## config.mk

```make
export PLATFORM = sky130hd
export DESIGN_NAME = mwsm_peak
export DESIGN_NICKNAME = d
export VERILOG_FILES = /design/src/hw/rtl/mwsm_pkg.sv /design/src/hw/rtl/mwsm_peak.sv
export SDC_FILE = /design/constraint.sdc
export NUM_CORES = 2
export LEC_CHECK = 0
export ABC_CLOCK_PERIOD_IN_PS = 11200
export BUFFER_PORTS_ARGS = -buffer_cell sky130_fd_sc_hd__buf_2
export CAP_MARGIN = 30
export CORE_UTILIZATION = 45
export DETAILED_ROUTE_END_ITERATION = 12
export PLACE_DENSITY_LB_ADDON = 0.2
export SLEW_MARGIN = 20
export SYNTH_ARGS = -nofsm -noshare
export SYNTH_HDL_FRONTEND = slang
export SYNTH_SLANG_ARGS = --single-unit
```

## constraint.sdc

```tcl
create_clock -name aclk -period 11.2 [get_ports aclk]
set_input_delay 2.24 -clock aclk [delete_from_list [all_inputs] [get_ports aclk]]
set_output_delay 2.24 -clock aclk [all_outputs]
set_load 0.01 [all_outputs]
```

## src/hw/rtl/mwsm_pkg.sv

```systemverilog
// Shared types and constants of the mecanum wheel speed mixer.
package mwsm_pkg;

    localparam int VEL_W       = 16;
    localparam int LIM_W       = 15;
    localparam int ROT_RATIO_W = 24;
    localparam int RPM_RATIO_W = 16;
    localparam int NUM_WHEELS  = 4;
    localparam int Q16_W       = 16;
    localparam int LIN_W       = VEL_W + 2;
    localparam int ROT_W       = VEL_W + ROT_RATIO_W;
    localparam int SUM_W       = ROT_W + 1;
    localparam int PROD_W      = SUM_W + RPM_RATIO_W;
    localparam int FRAC_W      = 32;
    localparam int WHEEL_W     = PROD_W - FRAC_W;
    localparam int MAG_W       = WHEEL_W - 1;
    localparam int NUM_W       = MAG_W + LIM_W;
    localparam int QUO_W       = LIM_W;
    localparam int OUT_W       = 16;
    localparam int CFG_IDX_W   = 3;
    localparam int CFG_DATA_W  = 24;

    localparam logic [LIM_W-1:0]       LIMIT_VX_RST  = 15'd330;
    localparam logic [LIM_W-1:0]       LIMIT_VY_RST  = 15'd330;
    localparam logic [LIM_W-1:0]       LIMIT_VW_RST  = 15'd50;
    localparam logic [ROT_RATIO_W-1:0] ROT_RATIO_RST = 24'd600461;
    localparam logic [RPM_RATIO_W-1:0] RPM_RATIO_RST = 16'd12516;
    localparam logic [LIM_W-1:0]       LIMIT_RPM_RST = 15'd200;

    typedef enum logic [CFG_IDX_W-1:0] {
        REG_LIMIT_VX  = 3'd0,
        REG_LIMIT_VY  = 3'd1,
        REG_LIMIT_VW  = 3'd2,
        REG_ROT_RATIO = 3'd3,
        REG_RPM_RATIO = 3'd4,
        REG_LIMIT_RPM = 3'd5
    } cfg_reg_t;

    typedef logic signed [WHEEL_W-1:0] wheel_t;
    typedef logic [MAG_W-1:0]          mag_t;
    typedef logic [NUM_W-1:0]          num_t;

    typedef struct packed {
        logic signed [VEL_W-1:0] vel_x;
        logic signed [VEL_W-1:0] vel_y;
        logic signed [VEL_W-1:0] vel_turn;
    } in_t;

    typedef struct packed {
        logic signed [OUT_W-1:0] rpm_front_left;
        logic signed [OUT_W-1:0] rpm_back_left;
        logic signed [OUT_W-1:0] rpm_front_right;
        logic signed [OUT_W-1:0] rpm_back_right;
        logic                    was_scaled;
    } out_t;

    typedef struct packed {
        logic [LIM_W-1:0]       limit_vx;
        logic [LIM_W-1:0]       limit_vy;
        logic [LIM_W-1:0]       limit_vw;
        logic [ROT_RATIO_W-1:0] rotate_ratio;
        logic [RPM_RATIO_W-1:0] rpm_ratio;
        logic [LIM_W-1:0]       limit_rpm;
    } cfg_t;

    // Raw wheel speeds with the scaling operands, handed to the divider.
    typedef struct packed {
        wheel_t [NUM_WHEELS-1:0] w;
        num_t   [NUM_WHEELS-1:0] num;
        mag_t                    mx;
        logic                    scaled;
    } peak_t;

endpackage

```

## src/hw/rtl/mwsm_peak.sv

```systemverilog
// Wheel magnitudes, largest magnitude and scaling numerators.
module mwsm_peak
    import mwsm_pkg::*;
(
    input  logic                    aclk,
    input  logic                    aresetn,
    input  logic                    en,
    input  logic                    in_valid,
    input  wheel_t [NUM_WHEELS-1:0] in_w,
    input  logic [LIM_W-1:0]        limit_rpm,
    output logic                    out_valid,
    output peak_t                   out_data
);

    logic [1:0] vld_reg;

    logic signed [WHEEL_W-1:0] wi [NUM_WHEELS];
    logic signed [WHEEL_W-1:0] wn [NUM_WHEELS];
    mag_t                      mag [NUM_WHEELS];
    num_t                      num6_next [NUM_WHEELS];
    mag_t                      pmax6_next [2];
    mag_t                      mx7_next;

    wheel_t w6_reg [NUM_WHEELS];
    num_t   num6_reg [NUM_WHEELS];
    mag_t   pmax6_reg [2];
    peak_t  pk7_reg, pk7_next;

    always_ff @(posedge aclk) begin
        if (!aresetn) begin
            vld_reg <= '0;
        end else if (en) begin
            vld_reg <= {vld_reg[0], in_valid};
        end
    end

    always_comb begin
        for (int i = 0; i < NUM_WHEELS; i++) begin
            wi[i]  = $signed(in_w[i]);
            wn[i]  = -wi[i];
            mag[i] = wi[i][WHEEL_W-1] ? wn[i][MAG_W-1:0] : wi[i][MAG_W-1:0];
            num6_next[i] = NUM_W'(mag[i]) * NUM_W'(limit_rpm);
        end
        pmax6_next[0] = (mag[0] > mag[1]) ? mag[0] : mag[1];
        pmax6_next[1] = (mag[2] > mag[3]) ? mag[2] : mag[3];

        mx7_next = (pmax6_reg[0] > pmax6_reg[1]) ? pmax6_reg[0] : pmax6_reg[1];
        for (int i = 0; i < NUM_WHEELS; i++) begin
            pk7_next.w[i]   = w6_reg[i];
            pk7_next.num[i] = num6_reg[i];
        end
        pk7_next.mx     = mx7_next;
        pk7_next.scaled = mx7_next > MAG_W'(limit_rpm);
    end

    always_ff @(posedge aclk) begin
        if (en) begin
            for (int i = 0; i < NUM_WHEELS; i++) begin
                w6_reg[i]   <= wi[i];
                num6_reg[i] <= num6_next[i];
            end
            pmax6_reg[0] <= pmax6_next[0];
            pmax6_reg[1] <= pmax6_next[1];
            pk7_reg      <= pk7_next;
        end
    end

    assign out_valid = vld_reg[1];
    assign out_data  = pk7_reg;

endmodule

```

* Word-level counts from Yosys, hierarchy flattened
Memory sizes are Yosys's and may differ from the RTL's. A register that Yosys moved wholly into a read port is not among the register bits. Index checks and enable logic that the tools add are counted.
Word-level totals: bits in registers 27, memory bits (writable) 304, memories 3
Cells by class: $add $sub $neg 4, multiply operators 4, $lt $le $gt $ge 4, multiplexer cells 9
Memories:
- num6_reg | words 4, bits a word 39, rd ports 4, clocked after memory_dff 4, wr ports 4, line mwsm_peak.sv:25 | num_t num6_reg [NUM_WHEELS];
- w6_reg | words 4, bits a word 25, rd ports 4, clocked after memory_dff 4, wr ports 4, line mwsm_peak.sv:24 | wheel_t w6_reg [NUM_WHEELS];
- pmax6_reg | words 2, bits a word 24, rd ports 2, clocked after memory_dff 0, wr ports 2, line mwsm_peak.sv:26 | mag_t pmax6_reg [2];
Operators with widths (count):
- $mux 24 | 7
- $mul 24x15->39 | 4
- $neg 24->24 | 4
- $gt 24x24->1 | 3
- $gt 24x15->1 | 1
- $mux 1 | 2

* Logic depth before layout (Yosys ltp)
depth after elaboration 4, gate-level depth with buffers 33, depth with buffers taken out 30

* Least setup slack after synthesis
No wires, ideal clock.
path kind input-to-reg, start point in in_w[38] in the netlist's numbering, end point mem num6_reg[1][37] in the netlist's numbering, data pin, arrival time 9892 ps, required time 10942 ps, path slack 1051 ps, stages on the path 28, buffers on the path 0, path through or4_1 -> or3_1 -> or4_1 -> or3_1 -> o21a_1 -> xor2_1 -> clkinv_1 -> nor2_1 -> fa_1 -> inv_1 -> fa_1 -> inv_1 -> fa_1 -> fa_1 -> fa_1 -> inv_1 -> fa_1 -> inv_1 -> ha_1 -> a21o_1 -> a21o_1 -> a211o_1 -> or3_1 -> nor3_1 -> o311ai_0 -> a31o_2 -> a21oi_1 -> xnor2_1
RTL lines:
- from (decl) | line mwsm_peak.sv:9 | input wheel_t [NUM_WHEELS-1:0] in_w,
- to (decl) | line mwsm_peak.sv:25

==> summary.md <==
| Metric | Value |
|---|---|
| Setup Buffers After CTS | 0 |
| Type of the tightest min-delay check | flop to flop |
| Clock slew at reported path FFs | ~0.070 ns |
| Final Max Tran Viols | 0 |
| Share of layout cells above drive strength 1 | 11.2% |
| Seq/Total Area, Yosys | between 20% and 30% |
| Fill count | 13800 |
| # DRC | 0 |
| Setup Skew | between 0.02 and 0.025 ns |
| Worst skew pair latency | around 0.7 ns |
| Area fraction of the dominant cell type after synthesis | about 33% |
| Vias in the first global route | roughly 53000 |
| Synth warn | 0 |
| Critical path's slowest cell | fa_1 |
| H-tree depth | 3 |
| Cells after Synth | slightly below 7000 |
| Rel. slew slack | between 20% and 30% |
| Drt wl/cell | 21.9 µm |
| R2R depth | 18 |
| Hold path start | num6_reg[3][18] |
| First-pass DRT Iterations | 6 |
| Gpl congestion | roughly 0.93 |
| Most frequent cells after synthesis | inv_1, fa_1, nor2_1 |
| Reg2reg end | out_data[0] |
| Netlist cell types | 82 |
| Area of the core | between 0.1 and 0.15 mm² |
| Die ar. | between 0.15 and 0.2 mm² |
| Number of enable flip-flop cells after synthesis | around 600 |
| Final setup violation count | 0 |
| CTS root buf | clkbuf_16 |
| CTS buffer count | 72 |
| Post-Syn Area | between 0.06 and 0.07 mm² |
| # rows | around 140 |
| Seq cells post-synth | around 600 |
| Critical Path RT | between 10 and 15 ns |
| Total gr overflow | 0 |
| RSZ-0062 raised after global routing | no |
| CP endpoint kind | flop |
| Horiz. Die Dim | just under 400 µm |
| Die Span Y | a little under 400 µm |
| Clk sinks | between 500 and 600 |
| Slew @ Worst Pin | roughly 1.1 ns |
| Final wirelength | 203000 µm |
| Hold EP | out_data[160] |
| Max Cap Viol | 0 |
| CP startpoint kind | input port |
| WS Path Type | input port to flop |
| TNS Setup | 0 ns |
| Detail Route Antenna Nets | 0 |
| Worst reg2reg path startpoint | pmax6_reg[0][9] |
| Fmax | ~96 MHz |
| Io pins | between 400 and 500 |
| Vias | about 50000 |
| PortBufs | 400 |
| DP Wirelength | 157000 µm |
| Hold-fix buffers, CTS | 0 |
| Ys flop type | edfxtp_1 |
| Mapped Avg Cell Area | around 10 µm² |
| Final period util | a little over 90% |
| R2R Setup Slk | between 6 and 7 ns |
| Final hold violations | 0 |
| Worst-case clock buffer depth | 3 |
| Number of nets in the final layout | around 9000 |
| Initial antenna violation count | 13 |
| Arr. time, crit path | between 10 and 15 ns |
| Area leader, netlist | fa_1 |
| Most frequent CP cell | fa_1 |
| First-pass GRT wire length | 312000 µm |
| Area delta synth->final | 11.7% |
| Initial Util | a little under half |
| 1st-iter DRT viols | approximately 4200 |
| CP peak stage delay | 0.53 ns |
| Pin count of the biggest net entering global routing | around 140 |
| Max reg flops | ~280 |
| Outcome | completed |
| Cts repair resizes | 0 |
| CTS tree | built |
| Hold depth | 0 |
| Synthesized net count | approximately 8500 |
| Crit path time final | 10.40 ns |
| Most common cell in the netlist | inv_1 |
| Vias per inst | about 5.4 |
| Async SR Flop Fraction | 0% |
| GRT Util Overall | 27.2% |
| Top post-synthesis cells by area | fa_1, edfxtp_1, ha_1 |
| Max Fanout on Critical Path | 10 |
-- area by class of cell --
cell class                      count  area (µm²)  share of cell area [%]
Clock inverter                     46         559                   0.737
Inverter                         1419        5340                    7.03
Clock buffer                       87        1880                    2.48
Antenna cell                        6        15.0                  0.0198
Sequential cell                   587       17600                    23.2
Tap cell                         2016        2520                    3.32
Timing Repair Buffer              625        3890                    5.13
Multi-Input combinational cell   4496       44100                    58.1
-- critical path: cells and delay by family --
family | cells | cell delay [ns]
adders and majority gates | 7 | 3.35
AOI/OAI and AO/OA | 9 | 2.30
and+or+nand+nor | 6 | 1.88
xor gates and xnor gates | 2 | 0.55
buffers and inverters | 6 | 0.47
-- placed cells by master (no fill, tap or decap), drive strengths merged, types with 9 or more instances in the layout --
| cell | instances |
|---|---|
| a2111oi | 9 |
| a211oi | 24 |
| a21o | 92 |
| a21oi | 132 |
| a311oi | 21 |
| a31oi | 34 |
| and2 | 148 |
| and3 | 16 |
| buf | 624 |
| bufinv | 10 |
| clkbuf | 88 |
| clkinv | 62 |
| edfxtp | 585 |
| fa | 1136 |
| ha | 505 |
| inv | 1388 |
| mux2i | 23 |
| nand2 | 758 |
| nand2b | 33 |
| nand3 | 42 |
| nand4 | 38 |
| nor2 | 760 |
| nor2b | 24 |
| nor3 | 65 |
| nor4 | 33 |
| o21a | 36 |
| o21ai | 153 |
| o21bai | 23 |
| o31a | 10 |
| o31ai | 34 |
| o41ai | 10 |
| or2 | 9 |
| or3 | 22 |
| or4 | 16 |
| xnor2 | 147 |
| xor2 | 69 |
-- cells by family (layout without fill, tap and decap cells) --
family                     after synthesis  in the layout  share of synthesized area, %
buffers and inverters                 1677           2177                          9.28
DFF                                    587            587                          25.9
xor gates and xnor gates               216            216                          2.91
AOI/OAI and AO/OA                      635            635                          6.17
adders and majority gates             1641           1641                          42.8
muxes                                   31             31                         0.472
and+or+nand+nor                       1973           1973                          12.5
other                                    0              6                             0
-- metal layers --
| metal | global-route usage [%] | wire length (µm) | up-vias |
|---|---|---|---|
| li1 | - | - | 22000 |
| met4 | 12.4 | 9750 | 12 |
| met3 | 6.01 | 18800 | 513 |
| met1 | 34.4 | 77900 | 25600 |
| met5 | 0 | 63 | - |
| met2 | 44.7 | 96800 | 2198 |
-- how the worst max path moves through the flow --
stage / from / to / slack [ns] / cells past startpoint
floorplan: in_w[38] / num6_reg[1][37] / 1.05 / 28
global placement: in_w[3] / num6_reg[0][38] / 0.33 / 30
detailed placement: in_w[3] / num6_reg[0][38] / 0.23 / 30
CTS: in_w[3] / num6_reg[0][38] / 0.92 / 30
global route: in_w[3] / num6_reg[0][38] / 0.23 / 30
finish: in_w[3] / num6_reg[0][38] / 0.80 / 30
-- stage by stage --
stage | cell area (µm²) | utilization [%] | hold slack (ns) | worst slack (ns) | cells
floorplan | 67900 | - | 0.400 | 1.05 | 6760
global placement | 73200 | 48.9 | 0.400 | 0.326 | 9132
global route | 75900 | 50.6 | 0.411 | 0.234 | 9276
detailed placement | 73400 | 49.0 | 0.405 | 0.232 | 9138
finish | 75900 | 50.7 | 0.405 | 0.797 | 9282
CTS | 75800 | 50.6 | 0.406 | 0.922 | 9271
Power is left out: the tool's default activity adds up to more than one toggle a clock period on the data nets, which glitch-free logic cannot reach.
